### config.mk
export PLATFORM = sky130hd
export DESIGN_NAME = jump_confirming_deglitch_filter
export DESIGN_NICKNAME = d
export VERILOG_FILES = /design/src/hdl/jcdf_pkg.sv /design/src/hdl/jump_confirming_deglitch_filter.sv /design/src/hdl/jcdf_ram.sv
export SDC_FILE = /design/constraint.sdc
export NUM_CORES = 1
export LEC_CHECK = 0
export BUFFER_PORTS_ARGS = -buffer_cell sky130_fd_sc_hd__buf_4
export CORE_MARGIN = 3
export CORE_UTILIZATION = 67
export DETAILED_ROUTE_END_ITERATION = 12
export PLACE_DENSITY = 0.85
export SLEW_MARGIN = 20
export SYNTH_ARGS = -nofsm -noshare
export SYNTH_HDL_FRONTEND = slang
export SYNTH_SLANG_ARGS = --single-unit
export TNS_END_PERCENT = 100
### constraint.sdc
create_clock -name clk -period 24.1 [get_ports clk]
set_input_delay 6.025 -clock clk [delete_from_list [all_inputs] [get_ports clk]]
set_output_delay 6.025 -clock clk [all_outputs]
set_load 0.01 [all_outputs]
### src/hdl/jcdf_pkg.sv
// ----------------------------------------------------------------------------
// jcdf_pkg
// Constants and types of the deglitch filter.
// ----------------------------------------------------------------------------
package jcdf_pkg;

	localparam int CHANNELS = 32;
	localparam int CH_AW    = (CHANNELS > 1) ? $clog2(CHANNELS) : 1;

	localparam int SAMPLE_W = 32;
	localparam int CHAN_W   = 5;
	localparam int THR_W    = 16;
	localparam int CNT_W    = 4;
	localparam int DATA_W   = 32;
	localparam int PADDR_W  = 4;

	localparam logic [THR_W-1:0] THR_RST     = THR_W'(7);
	localparam logic [CNT_W-1:0] SETTLE_RST  = CNT_W'(5);
	localparam logic [CNT_W-1:0] CONFIRM_RST = CNT_W'(3);
	localparam logic [CNT_W-1:0] CNT_MAX     = '1;

	// register index = paddr[3:2]
	typedef enum logic [1:0] {
		REG_THRESHOLD = 2'd0,
		REG_SETTLE    = 2'd1,
		REG_CONFIRM   = 2'd2
	} reg_idx_t;

	// per-channel filter state, one RAM word
	typedef struct packed {
		logic [SAMPLE_W-1:0] held;
		logic [CNT_W-1:0]    cnt;
		logic                pend;
	} entry_t;

	localparam int ENTRY_W = $bits(entry_t);

endpackage

### src/hdl/jump_confirming_deglitch_filter.sv
// ----------------------------------------------------------------------------
// jump_confirming_deglitch_filter
// Per-channel deglitch filter with a confirmation window for large jumps.
// ----------------------------------------------------------------------------
// Usage:
//   Input channel (in_valid/in_stall): one transfer carries a 32-bit sample
//   and a channel number. Output channel (out_valid/out_stall): one transfer
//   per input transfer, carrying the channel's held value after the update.
//   Results leave in input order.
//   out_valid rises once the transfer has passed the read stage and the
//   output register. Throughput is one transfer per cycle while the receiver
//   does not stall, also when the same channel repeats: the state RAM is read
//   at acceptance and written as the item leaves the read stage, and a
//   same-channel read at that write takes the new word from a bypass register.
//   When the receiver stalls, the finished result waits in the output
//   register and one more item can wait in the RAM read stage; only then is
//   in_stall raised.
//   Reset clears the configuration to threshold 7, settle 5, confirm 3 and
//   clears a valid bit per channel; a channel without its valid bit reads as
//   held 0, counter 0, no jump pending. No clearing pass is needed.
//   Configuration (APB, pready always high) must be written only while idle; the block does not enforce it.
// ----------------------------------------------------------------------------
module jump_confirming_deglitch_filter (
	input  logic                          clk,
	input  logic                          arst_n,
	// configuration
	input  logic                          psel,
	input  logic                          penable,
	input  logic                          pwrite,
	input  logic [jcdf_pkg::PADDR_W-1:0]  paddr,
	input  logic [jcdf_pkg::DATA_W-1:0]   pwdata,
	output logic [jcdf_pkg::DATA_W-1:0]   prdata,
	output logic                          pready,
	// samples in
	input  logic                          in_valid,
	output logic                          in_stall,
	input  logic [jcdf_pkg::SAMPLE_W-1:0] sample,
	input  logic [jcdf_pkg::CHAN_W-1:0]   channel,
	// results out
	output logic                          out_valid,
	input  logic                          out_stall,
	output logic [jcdf_pkg::SAMPLE_W-1:0] filtered
);

	import jcdf_pkg::*;

	// configuration registers
	logic [THR_W-1:0] jump_threshold_q;
	logic [CNT_W-1:0] settle_count_q;
	logic [CNT_W-1:0] confirm_count_q;
	reg_idx_t         reg_idx;
	logic             cfg_wr;

	// handshake
	logic acc;
	logic out_free;
	logic s1_fire;

	// read stage
	logic                s1_v_q;
	logic [SAMPLE_W-1:0] sample_s1;
	logic [CH_AW-1:0]    idx_s1;
	logic                rng_s1;
	logic                vld_s1;
	logic                fwd_s1;
	entry_t              fwd_ent_s1;

	logic [CH_AW-1:0] idx_in;
	logic             rng_in;
	logic [CHANNELS-1:0] valid_q;

	// RAM ports
	logic [ENTRY_W-1:0] rd_data;
	entry_t rd_ent;
	entry_t cur;
	entry_t nxt;
	logic   wr_en;

	// update datapath
	logic [CNT_W-1:0]    settle_m1;
	logic [CNT_W-1:0]    cnt_inc;
	logic [SAMPLE_W-1:0] diff;
	logic                far_jump;

	// output register
	logic                out_valid_q;
	logic [SAMPLE_W-1:0] filtered_q;

	// ---------------- configuration port ----------------
	assign pready  = 1'b1;
	assign reg_idx = reg_idx_t'(paddr[3:2]);
	assign cfg_wr  = psel && penable && pwrite && pready;

	always_ff @(posedge clk or negedge arst_n) begin
		if (!arst_n) begin
			jump_threshold_q <= THR_RST;
			settle_count_q   <= SETTLE_RST;
			confirm_count_q  <= CONFIRM_RST;
		end else if (cfg_wr) begin
			unique case (reg_idx)
				REG_THRESHOLD: jump_threshold_q <= pwdata[THR_W-1:0];
				REG_SETTLE:    settle_count_q   <= pwdata[CNT_W-1:0];
				REG_CONFIRM:   confirm_count_q  <= pwdata[CNT_W-1:0];
				default: ;  // unmapped: dropped
			endcase
		end
	end

	always_comb begin
		unique case (reg_idx)
			REG_THRESHOLD: prdata = {{(DATA_W-THR_W){1'b0}}, jump_threshold_q};
			REG_SETTLE:    prdata = {{(DATA_W-CNT_W){1'b0}}, settle_count_q};
			REG_CONFIRM:   prdata = {{(DATA_W-CNT_W){1'b0}}, confirm_count_q};
			default:       prdata = '0;
		endcase
	end

	// ---------------- handshake ----------------
	// Output register frees when empty or being taken this cycle; the read
	// stage moves into it then. Input stalls only when the read stage is stuck.
	assign out_free = !out_valid_q || !out_stall;
	assign s1_fire  = s1_v_q && out_free;
	assign in_stall = s1_v_q && !out_free;
	assign acc      = in_valid && !in_stall;

	assign idx_in = channel[CH_AW-1:0];
	assign rng_in = (32'(channel) < CHANNELS);

	// ---------------- state RAM ----------------
	assign wr_en = s1_fire && rng_s1;

	jcdf_ram #(
		.WIDTH (ENTRY_W),
		.DEPTH (CHANNELS),
		.AW    (CH_AW)
	) u_state_ram (
		.clk   (clk),
		.we    (wr_en),
		.waddr (idx_s1),
		.wdata (nxt),
		.re    (acc),
		.raddr (idx_in),
		.rdata (rd_data)
	);

	assign rd_ent = rd_data;

	// per-channel written flags stand in for the all-zero reset of the RAM
	always_ff @(posedge clk or negedge arst_n) begin
		if (!arst_n) begin
			valid_q <= '0;
		end else if (wr_en) begin
			valid_q[idx_s1] <= 1'b1;
		end
	end

	// ---------------- read stage ----------------
	always_ff @(posedge clk or negedge arst_n) begin
		if (!arst_n) begin
			s1_v_q <= 1'b0;
		end else if (acc) begin
			s1_v_q <= 1'b1;
		end else if (s1_fire) begin
			s1_v_q <= 1'b0;
		end
	end

	always_ff @(posedge clk) begin
		if (acc) begin
			sample_s1  <= sample;
			idx_s1     <= idx_in;
			rng_s1     <= rng_in;
			vld_s1     <= valid_q[idx_in];
			// same channel written at this edge: RAM returns the stale word
			fwd_s1     <= wr_en && (idx_s1 == idx_in);
			fwd_ent_s1 <= nxt;
		end
	end

	always_comb begin
		if (fwd_s1) begin
			cur = fwd_ent_s1;
		end else if (vld_s1) begin
			cur = rd_ent;
		end else begin
			cur = '0;
		end
	end

	// ---------------- filter update ----------------
	// settle of zero acts as one
	assign settle_m1 = (settle_count_q == '0) ? '0 : settle_count_q - CNT_W'(1);
	assign cnt_inc   = (cur.cnt == CNT_MAX) ? CNT_MAX : cur.cnt + CNT_W'(1);
	assign diff      = (sample_s1 > cur.held) ? sample_s1 - cur.held
	                                          : cur.held - sample_s1;
	assign far_jump  = diff > {{(SAMPLE_W-THR_W){1'b0}}, jump_threshold_q};

	always_comb begin
		nxt = cur;
		if (!cur.pend) begin
			if (sample_s1 == cur.held) begin
				nxt.cnt = '0;
			end else if (cur.cnt >= settle_m1) begin
				// settled: small change adopted, large one opens the jump window
				if (far_jump) begin
					nxt.pend = 1'b1;
				end else begin
					nxt.held = sample_s1;
				end
				nxt.cnt = '0;
			end else begin
				nxt.cnt = cnt_inc;
			end
		end else begin
			if (far_jump) begin
				nxt.cnt = cnt_inc;
				if (cnt_inc >= confirm_count_q) begin
					nxt.held = sample_s1;
					nxt.cnt  = '0;
					nxt.pend = 1'b0;
				end
			end else begin
				// back in band: jump cancelled
				nxt.cnt  = '0;
				nxt.pend = 1'b0;
			end
		end
	end

	// ---------------- output register ----------------
	always_ff @(posedge clk or negedge arst_n) begin
		if (!arst_n) begin
			out_valid_q <= 1'b0;
		end else if (out_free) begin
			out_valid_q <= s1_v_q;
		end
	end

	always_ff @(posedge clk) begin
		if (s1_fire) begin
			// out-of-range channel reports zero
			filtered_q <= rng_s1 ? nxt.held : '0;
		end
	end

	assign out_valid = out_valid_q;
	assign filtered  = filtered_q;

endmodule

### src/hdl/jcdf_ram.sv
// ----------------------------------------------------------------------------
// jcdf_ram
// Generic single-write, single-read RAM with registered read data.
// ----------------------------------------------------------------------------
module jcdf_ram #(
	parameter int WIDTH = 8,
	parameter int DEPTH = 16,
	parameter int AW    = (DEPTH > 1) ? $clog2(DEPTH) : 1
) (
	input  logic             clk,
	input  logic             we,
	input  logic [AW-1:0]    waddr,
	input  logic [WIDTH-1:0] wdata,
	input  logic             re,
	input  logic [AW-1:0]    raddr,
	output logic [WIDTH-1:0] rdata
);

	logic [WIDTH-1:0] mem_q [DEPTH];

	always_ff @(posedge clk) begin
		if (we) begin
			mem_q[waddr] <= wdata;
		end
		// read-before-write; data holds while re is low
		if (re) begin
			rdata <= mem_q[raddr];
		end
	end

endmodule

**After elaboration in Yosys (flattened, before gate mapping)**

Memory sizes are Yosys's and may differ from the RTL's. A register that Yosys moved wholly into a read port is not among the register bits.
Cells that the tools add are included.

- Memory bits (writable): 1,184
- Memories kept: 1
- Logic and storage cells: 76
- Bits in registers: 166
- Input port bits: 80
- Output and inout port bits: 67

- Reduce and logical (&&, ||, !) cells: 18
- Magnitude comparators: 7
- Bitwise operators: 1
- Mux-type cells: 26
- $add $sub $neg: 4
- Equal/unequal tests: 5

Memory list:

| name | words | bits a word | read ports | clocked after memory_dff | write ports | RTL line | source |
|---|---|---|---|---|---|---|---|
| u_state_ram.mem_q | 32 | 37 | 1 | 1 | 1 | jcdf_ram.sv:19 | `logic [WIDTH-1:0] mem_q [DEPTH];` |

Operators by type and width:

| cell | number |
|---|---|
| 32-bit two-way mux | 5 |
| 37-bit two-way mux | 4 |
| 32-bit subtractor | 2 |
| 16-bit case mux with 3 select lines | 1 |
| 32-bit == test | 1 |
| 32-bit by 16-bit greater-than comparator with 1-bit output | 1 |
| 32-bit greater-than comparator | 1 |
| 32-bit OR | 1 |
| 4-bit two-way mux | 4 |
| 5-bit by 6-bit < comparator with 1-bit output (second input constant) | 2 |
| 1-bit two-way mux | 9 |
| 4-bit greater-or-equal comparator | 2 |
| 1-bit logical AND | 7 |
| 2-bit AND reduction | 3 |
| 1-bit binary-select mux with 5-bit select | 1 |
| 1-bit demux with 5-bit select | 1 |
| 5-bit == test | 1 |
| 5-bit by 1-bit greater-or-equal comparator with 1-bit output (second input constant) | 1 |
| 5-bit two-way mux | 1 |
| 4-bit by 1-bit adder with 4-bit output (second input constant) | 1 |
| 4-bit == test (second input constant) | 1 |
| 1-bit logical NOT | 4 |
| 4-bit logical NOT | 1 |
| 4-bit by 1-bit subtractor with 4-bit output (second input constant) | 1 |
| other kinds (5) | 5 |

**Longest topological paths before layout**

Gate-level depths: netlist of run 1.

- Depth after elaboration: 9
- Mapped depth: 30
- Mapped depth without buffers: 24

**By module**

A second synthesis of run 1 with hierarchy kept.

- Cells, all modules: 3,930
- Area total of the unflattened synthesis: 59,450.8 um^2

Modules (own cells, without submodules):

| module | cells an instance | instances | area an instance (um^2) |
|---|---|---|---|
| jcdf_ram | 2,605 | 1 | 47,207.8 |
| jump_confirming_deglitch_filter | 1,325 | 1 | 12,243.0 |

**Least setup slack after synthesis of run 1**

No wires, ideal clock.

- Kind: in2out
- Start: input port paddr[2] in the netlist's numbering
- End: output port prdata[10] in the netlist's numbering
- Data required time: 18,075 ps
- Path buffers: 2
- Stages on the path: 3
- Arrival: 6,785 ps
- Path slack: 11,290 ps
- Path through: clkbuf_1 -> clkbuf_1 -> nor3_1

- Longest elaborated chain between the ends: 2
- Elaborated cells between the ends (all ways): 4
- Classes of those cells: eq/ne (2); mux (1); reduce/logical (1)

Ends and longest elaborated chain:

| item | RTL line | source |
|---|---|---|
| start: declaration | jump_confirming_deglitch_filter.sv:30 | `input logic [jcdf_pkg::PADDR_W-1:0] paddr,` |
| 2-bit == test (tied with other cells) | jump_confirming_deglitch_filter.sv:110 | `unique case (reg_idx)` |
| 16-bit case mux with 3 select lines * | jump_confirming_deglitch_filter.sv:110 |  |
| end: declaration | jump_confirming_deglitch_filter.sv:32 | `output logic [jcdf_pkg::DATA_W-1:0] prdata,` |

Every way passes the cells marked *; elsewhere a longest branch is shown, timed or not.

**Worst setup path after layout of run 1**

- Start: input port paddr[3] in the netlist's numbering
- End: output port prdata[0] in the netlist's numbering

The elaborated chain is that of the path after synthesis.

==> results.md, run 1 <==
* Outcome: finished, final reports clean
* Worst supply voltage drop on vdd at 0.00007314 V
* Starting DRC count in detailed routing at 4985
* Final routed wire length divided by cell count at roughly 38 um
* Fraction of the yosys area taken by sequential cells at roughly 72%
* Largest driver fanout on the critical path at 20
* R2R Path End: u_state_ram.mem_q[1][7]
* Vert. Die Dim at slightly below 300 um
* Data required time at the worst endpoint at 18.07 ns
* Setup slack at placement at 11.21 ns
* Compound-gate portion of the synthesized area at about 3.6%
* Final count of negative-setup-slack endpoints at 0
* Number of port buffers at 111
* Post-CTS Hold Buffers at 0
* Share of flip-flops with an asynchronous set or reset at about 4.2%
* Worst setup path end: prdata[0]
* Core area at 0.08409 mm2
* Measured slew at the worst slew-check pin at around 1.1 ns
* Post-CTS Setup Repair Bufs at 0
* Max transition margin at between 20% and 30%
* Count of placed standard cells including taps at between 4000 and 5000
* Adder-cell area share of the yosys netlist at 1.973%
* Synthesized cell area at approximately 0.057 mm2
* Library cell used as clock root buffer: clkbuf_16
* Simple-gate share of the synthesized area at around 2.9%
* Post-layout minimum cycle time at around 13 ns
* Synth-to-Final Area Change at 11.93%
* Half-perimeter wire length of the detailed placement result at between 80000 and 90000 um
* Average cell area after synthesis at roughly 20 um2
* Post-layout nets at ~3200
* Top-Level Pins at 147
* Ys Warns at 0
* Core Rows at about 110
* Total of flip-flops plus latches after synthesis at 1387
* Kind of start point of the critical path: primary input
* Area contributors post-synth: edfxtp_1 (70%), mux4_2 (15%), dfrtp_1 (2.2%), ha_1 (1.9%), mux2i_1 (0.94%)
* CTS tree: yes
* Clock transition at the registers of the reported paths at roughly 0.060 ns
* Effective utilization at floorplan at between 60% and 70%
* Endpoint kind of the worst setup timing path: primary output
* Aggregate routed wire length at approximately 160000 um
* Fillers at roughly 4200
* Global-route wire length before repair at between 200000 and 250000 um
* Clock latency at the later pin of the worst-skew pair at about 0.75 ns
* Die area at around 0.089 mm2
* Iteration count of the initial detailed-routing pass at 9
* Most frequent cells in the layout: edfxtp_1 (1329), mux4_2 (380), buf_4 (189)
* Area fraction of the dominant cell type after synthesis at roughly 70%
* Resize count post-CTS at 0
* Setup repair after global routing missed its margin: false
* Number of flops mapped to enable cells by yosys at between 1000 and 1500
* Reported leakage power at roughly 22 nW
* Number of cells produced by synthesis at 2888
* DR DRC count at 0
* Number of H-tree branching levels at 4
* Die extent in x at a little under 300 um
* Dominant combinational cell family by area after synthesis: multiplexers
* Vias per cell at 7.470
* Tightest Hold Check Type: reg2reg
* R2R setup slack at between 10 and 15 ns
* Antenna violations before repair at 4
* Clock Path Buffers at 3
* Total area of multi-input combinational cells at ~0.015 mm2
* Hold violation total from the final report at 0
* Power density over the cells at approximately 89 mW/mm2
* Most common cell after layout, fill and taps aside: edfxtp_1
* Post-synthesis mux area share at 16.83%
* Placer Congestion at 0.9769
* Global-route congestion overflow total at 0
* Share of the synthesized netlist area taken by xor and xnor gates at less than 1%
* Sequential Area at slightly above 0.04 mm2
* Number of inserted diodes at 0
* Via Count at approximately 32000
* Vias in the first global route at about 33000
* Commonest register cell after synthesis: edfxtp_1
* Critical path arrival at slightly below 7 ns
* Number of library cell types mapped by synthesis at 82
* Proportion of layout cells with a drive suffix above 1 at between 20% and 30%
* Worst setup path start: paddr[3]
* Number of sinks handled by clock tree synthesis at approximately 1400
* Count of pins over their slew limit at 0
* Layout Cells excl Fill at 4311
* Portion of the clock cycle consumed by the worst path in the final layout at between 50 and 60%
* Worst flop-to-flop path startpoint: vld_s1
* Maximum clock frequency at just under 0.08 GHz
* Clock Skew at roughly 0.022 ns
* Area leader, netlist: edfxtp_1
* Worst path setup slack after routing at 11.18 ns
* Crit Path Category: in2out
* Overall track demand over capacity in global routing at approximately 38%
* TNS Setup at 0 ns
* Number of nets still failing antenna checks after routing at 0
* Worst reg-to-reg path cell count at 26
* Total clock buffers created by CTS at 133
* Largest net degree at the start of global routing at around 120
* Number of max-capacitance violations reported at 0
==> power breakdown <==
group	switching, mW	internal [mW]	total (mW)
clock network	0.918	1.14	2.06
logic	0.496	0.257	0.753
registers	0.0393	2.85	2.89
total	1.45	4.25	5.70
==> metrics by stage <==
stage / area [um2] / hold slack, ns / util (%) / power, mW
2_1_floorplan: 57260 / 0.4337 / - / 3.384
3_3_place_gp: 59810 / 0.4459 / 71.13 / 3.614
3_5_place_dp: 59810 / 0.4500 / 71.13 / 3.653
4_1_cts: 64010 / 0.4658 / 76.12 / 5.690
5_1_grt: 64020 / 0.4810 / 76.14 / 5.843
6_report: 64020 / 0.4707 / 76.14 / 5.699
==> worst min path at each step <==
| stage | to | start | depth (start not counted) |
|---|---|---|---|
| after CTS | valid_q[15] | valid_q[15] | 1 |
| after detailed placement | valid_q[11] | valid_q[11] | 1 |
| after global routing | valid_q[6] | valid_q[6] | 1 |
| after global placement | valid_q[10] | valid_q[10] | 1 |
| final | valid_q[30] | valid_q[30] | 1 |
| after floorplan | valid_q[10] | valid_q[10] | 1 |
==> layer usage <==
| layer | vias to the layer above | routed length (um) | track usage [%] |
|---|---|---|---|
| li1 | 12170 | - | - |
| met1 | 16370 | 54090 | 50.68 |
| met5 | - | 0 | 0 |
| met4 | 0 | 9636 | 18.23 |
| met2 | 3056 | 79330 | 59.39 |
| met3 | 611 | 21260 | 9.582 |
==> cells by family (layout without fill, tap and decap cells) <==
kind of cell,count (synthesis),after routing
DFF,1387,1387
adders and majority gates,89,89
other,2,17
muxes,480,480
xor gates and xnor gates,31,31
AOI/OAI and AO/OA,310,310
buffers and inverters,261,535
and+or+nand+nor,328,328
==> critical path: stages <==
cell	delay (ns)
buf_4	0.21
nor2b_1	0.31
nand2_1	0.09
o21ai_0	0.10
buf_4	0.16
==> cells in the mapped netlist (all sizes together), types with 3 or more instances <==
master      n
clkbuf     89
a211oi      9
or3         8
nor2       84
edfxtp   1329
nand3b      6
ha         87
o21ai      73
inv       100
a21oi      78
and2        3
a21o       19
a22oi      31
a2111oi     4
xor2       18
dfrtp      51
a21boi      5
nor3       26
mux2i      55
dfstp       7
nand2b     11
nand3      19
or2        36
mux4      380
nor2b       9
o21bai      7
mux2       45
nand4      25
xnor2      13
a31oi      12
buf        72
o41ai       3
o31ai       4
nand2      81
nor3b       3
o211ai     11
a22o        9
nor4        7
or4         6
o21a       17
==> flip-flops by register name, indices dropped and copies added, names as in the netlist <==
name               cells
confirm_count_q        4
filtered              32
fwd_ent_s1            37
fwd_s1                 1
idx_s1                 5
jump_threshold_q      16
out_valid              1
s1_v_q                 1
sample_s1             32
settle_count_q         4
u_state_ram.mem_q   1184
u_state_ram.rdata     37
valid_q               32
vld_s1                 1
==> layout make-up <==
type / count / share of cell area, %
tap: 1134 / 2.216
inverter: 100 / 0.5863
sequential: 1387 / 64.62
timing repair buffer: 195 / 2.347
multi-input combinational: 1255 / 23.68
clock buffer: 158 / 5.509
clock inverter: 82 / 1.048
Power figures use the tool's default switching activity.
==> run 2: changes to the inputs <==
--- a/config.mk
+++ b/config.mk
@@ -7,9 +7,9 @@
 export LEC_CHECK = 0
 export BUFFER_PORTS_ARGS = -buffer_cell sky130_fd_sc_hd__buf_4
 export CORE_MARGIN = 3
-export CORE_UTILIZATION = 67
+export CORE_UTILIZATION = 62
 export DETAILED_ROUTE_END_ITERATION = 12
-export PLACE_DENSITY = 0.85
+export PLACE_DENSITY = 0.79
 export SLEW_MARGIN = 20
 export SYNTH_ARGS = -nofsm -noshare
 export SYNTH_HDL_FRONTEND = slang
==> constraint.sdc (replaced) <==
create_clock -name clk -period 13.5 [get_ports clk]
set_input_delay 3.375 -clock clk [delete_from_list [all_inputs] [get_ports clk]]
set_output_delay 3.375 -clock clk [all_outputs]
set_load 0.01 [all_outputs]
==> results.md, run 2 (synthesized netlist as in run 1, its figures left out) <==
* Outcome: finished, final reports clean
* DR DRC count at 0 (unchanged)
* Vias in the first global route at 31370 (-3.7%)
* Total clock buffers created by CTS at 137 (+3.0%)
* Effective utilization at floorplan at 63.07% (-5.0 points)
* Area of all placed cells without fillers at 0.06411 mm2 (+0.14%)
* Top-Level Pins at 147 (unchanged)
* Layout Cells excl Fill at 4354 (+1.0%)
* Proportion of layout cells with a drive suffix above 1 at 29.26% (-0.33 points)
* Clock Skew at 0.03363 ns (+0.01157 ns)
* CP max stage delay at 0.84 ns (+0.53 ns)
* Sequential Area at 0.04137 mm2 (unchanged)
* Data required time at the worst endpoint at 14.00 ns (-4.07 ns)
* Hold violation total from the final report at 0 (unchanged)
* Core Rows at 110 (+3.8%)
* Setup repair after global routing missed its margin: false
* Resize count post-CTS at 0 (unchanged)
* Synth-to-Final Area Change at 12.08%
* Max transition margin at 28.65% (+1.5 points)
* Number of port buffers at 111 (unchanged)
* Most common cell after layout, fill and taps aside: edfxtp_1
* Power density over the cells at 158.1 mW/mm2 (+78%)
* Family of cells with the greatest summed delay on the critical path: compound AO/OA/AOI/OAI gates
* Placer Congestion at 0.9241 (-5.4%)
* Worst flop-to-flop path startpoint: fwd_s1
* Measured slew at the worst slew-check pin at 1.070 ns (-0.02267 ns)
* Most Frequent Cell on Critical Path: buf_4
* Clock latency at the later pin of the worst-skew pair at 0.76 ns (about the same)
* TNS Setup at 0 ns (unchanged)
* Maximum clock frequency at 0.1006 GHz
* Starting DRC count in detailed routing at 4476 (-10%)
* Most frequent cells in the layout: edfxtp_1 (1329), mux4_2 (380), buf_4 (185)
* Final Total Pwr at 10.14 mW (+78%)
* Crit Path Category: reg2reg
* Aggregate routed wire length at 156700 um (-4.7%)
* Number of H-tree branching levels at 4 (unchanged)
* Die area at 0.09594 mm2 (+7.9%)
* Vias per cell at 7.082 (-5.2%)
* Reported leakage power at 21.49 nW (-0.17%)
* Endpoint kind of the worst setup timing path: register
* Slowest library cell on the worst path: nor2b_4
* Setup slack at placement at 3.861 ns (-7.353 ns)
* Overall track demand over capacity in global routing at 33.57% (-4.2 points)
* Worst path setup slack after routing at 3.560 ns (-7.618 ns)
* Clock transition at the registers of the reported paths at 0.06 ns (about the same)
* Post-layout minimum cycle time at 9.940 ns
* Post-CTS Hold Buffers at 0 (unchanged)
* Total area of multi-input combinational cells at 0.01517 mm2 (about the same)
* Iteration count of the initial detailed-routing pass at 5 (-4)
* Number of flip-flops in the largest register at 1184 (unchanged)
* Fillers at 5144 (+22%)
* Die extent in x at 309.7 um (+3.9%)
* Kind of start point of the critical path: register
* Portion of the clock cycle consumed by the worst path in the final layout at 73.63%
* Half-perimeter wire length of the detailed placement result at 83530 um (-2.9%)
* Worst setup path start: fwd_s1
* Worst supply voltage drop on vdd at 0.0002038 V (+180%)
* Post-Place Cell Area at 0.05985 mm2 (about the same)
* Largest regs: u_state_ram.mem_q x1184, fwd_ent_s1 x37, u_state_ram.rdata x37
* Via Count at 30830 (-4.3%)
* Count of placed standard cells including taps at 4109 (+0.96%)
* Number of buffers and inverters on the critical path at 4 (+2)
* Critical path arrival at 10.44 ns (+3.54 ns)
* Clock Path Buffers at 3 (unchanged)
* Post-CTS Setup Repair Bufs at 0 (unchanged)
* Vert. Die Dim at 309.7 um (+3.9%)
* Global-route congestion overflow total at 0 (unchanged)
* Global-route wire length before repair at 224600 um (-4.6%)
* Count of pins over their slew limit at 0 (unchanged)
* Largest net degree at the start of global routing at 135 (+16%)
* Register containing the most flip-flops in the final layout: u_state_ram.mem_q
* Number of max-capacitance violations reported at 0 (unchanged)
* Hold WS at 0.4613 ns (-0.009381 ns)
* CTS tree: yes
* Antenna violations before repair at 8 (+4)
* Library cell used as clock root buffer: clkbuf_16
* Core area at 0.09070 mm2 (+7.9%)
* Final Util at 70.69% (-5.5 points)
* Post-layout nets at 3241 (unchanged)
* Number of nets still failing antenna checks after routing at 0 (unchanged)
* Tightest Hold Check Type: reg2reg
* Worst hold path startpoint: valid_q[30]
* Number of sinks handled by clock tree synthesis at 1387 (unchanged)
* Final routed wire length divided by cell count at 35.98 um (-5.6%)
* R2R setup slack at 3.56 ns (-10.89 ns)
* Largest driver fanout on the critical path at 40 (+100%)
* Final count of negative-setup-slack endpoints at 0 (unchanged)
## run 2: power breakdown
part           leakage [nW]  internal (mW)  switching (mW)
Combinational          6.54          0.456           0.861
Sequential             12.9           5.09          0.0665
Clock                  2.06           2.03            1.64
## run 2: path summary, 6_finish.rpt
| check | end | cells past startpoint |
|---|---|---|
| max in group asynchronous | out_valid | 1 |
| worst max-delay path | u_state_ram.mem_q[30][15] | 27 |
| worst min-delay path | valid_q[30] | 1 |
| worst max register to register | u_state_ram.mem_q[30][15] | 27 |
| worst min register to register | valid_q[30] | 1 |
| min in group asynchronous | valid_q[27] | 1 |
## run 2: final cells by class
type / count / share of cell area [%]
diodes: 3 / 0.01171
flip-flops and latches: 1387 / 64.53
inverters: 100 / 0.5855
multi-input cells: 1255 / 23.66
clock inverters: 63 / 0.8392
clock buffers: 179 / 5.773
well taps: 1176 / 2.295
repair buffers: 191 / 2.311
## run 2: worst register-to-register path: stages, from the launching register on
cell and delay [ns]:
edfxtp_1 0.38, buf_4 0.31, nor2b_4 0.87, a22oi_1 0.36, inv_1 0.14, ha_1 0.30, nand4_1 0.26, nor4_2 0.62
nand4_1 0.30, o211ai_2 0.17, o41a_1 0.77, nor3_1 0.15, a31oi_1 0.21, xor2_1 0.34, ha_1 0.32, nand3_1 0.13
nor3_1 0.07, a221o_1 0.30, o31ai_1 0.51, o21ai_0 0.18, a2111oi_0 0.38, a22oi_1 0.20, a2111oi_2 0.29, nand3_2 0.21
mux2i_4 0.48, buf_4 0.61, mux2i_2 0.40, buf_4 0.41
## run 2: metal layers
metal / global-route usage, % / up-vias / share of wire [%]
li1: - / 12160 / -
met5: 0 / - / 0.029
met2: 53.00 / 2326 / 48
met4: 15.25 / 6 / 5.0
met1: 44.54 / 15880 / 35
met3: 9.222 / 456 / 12
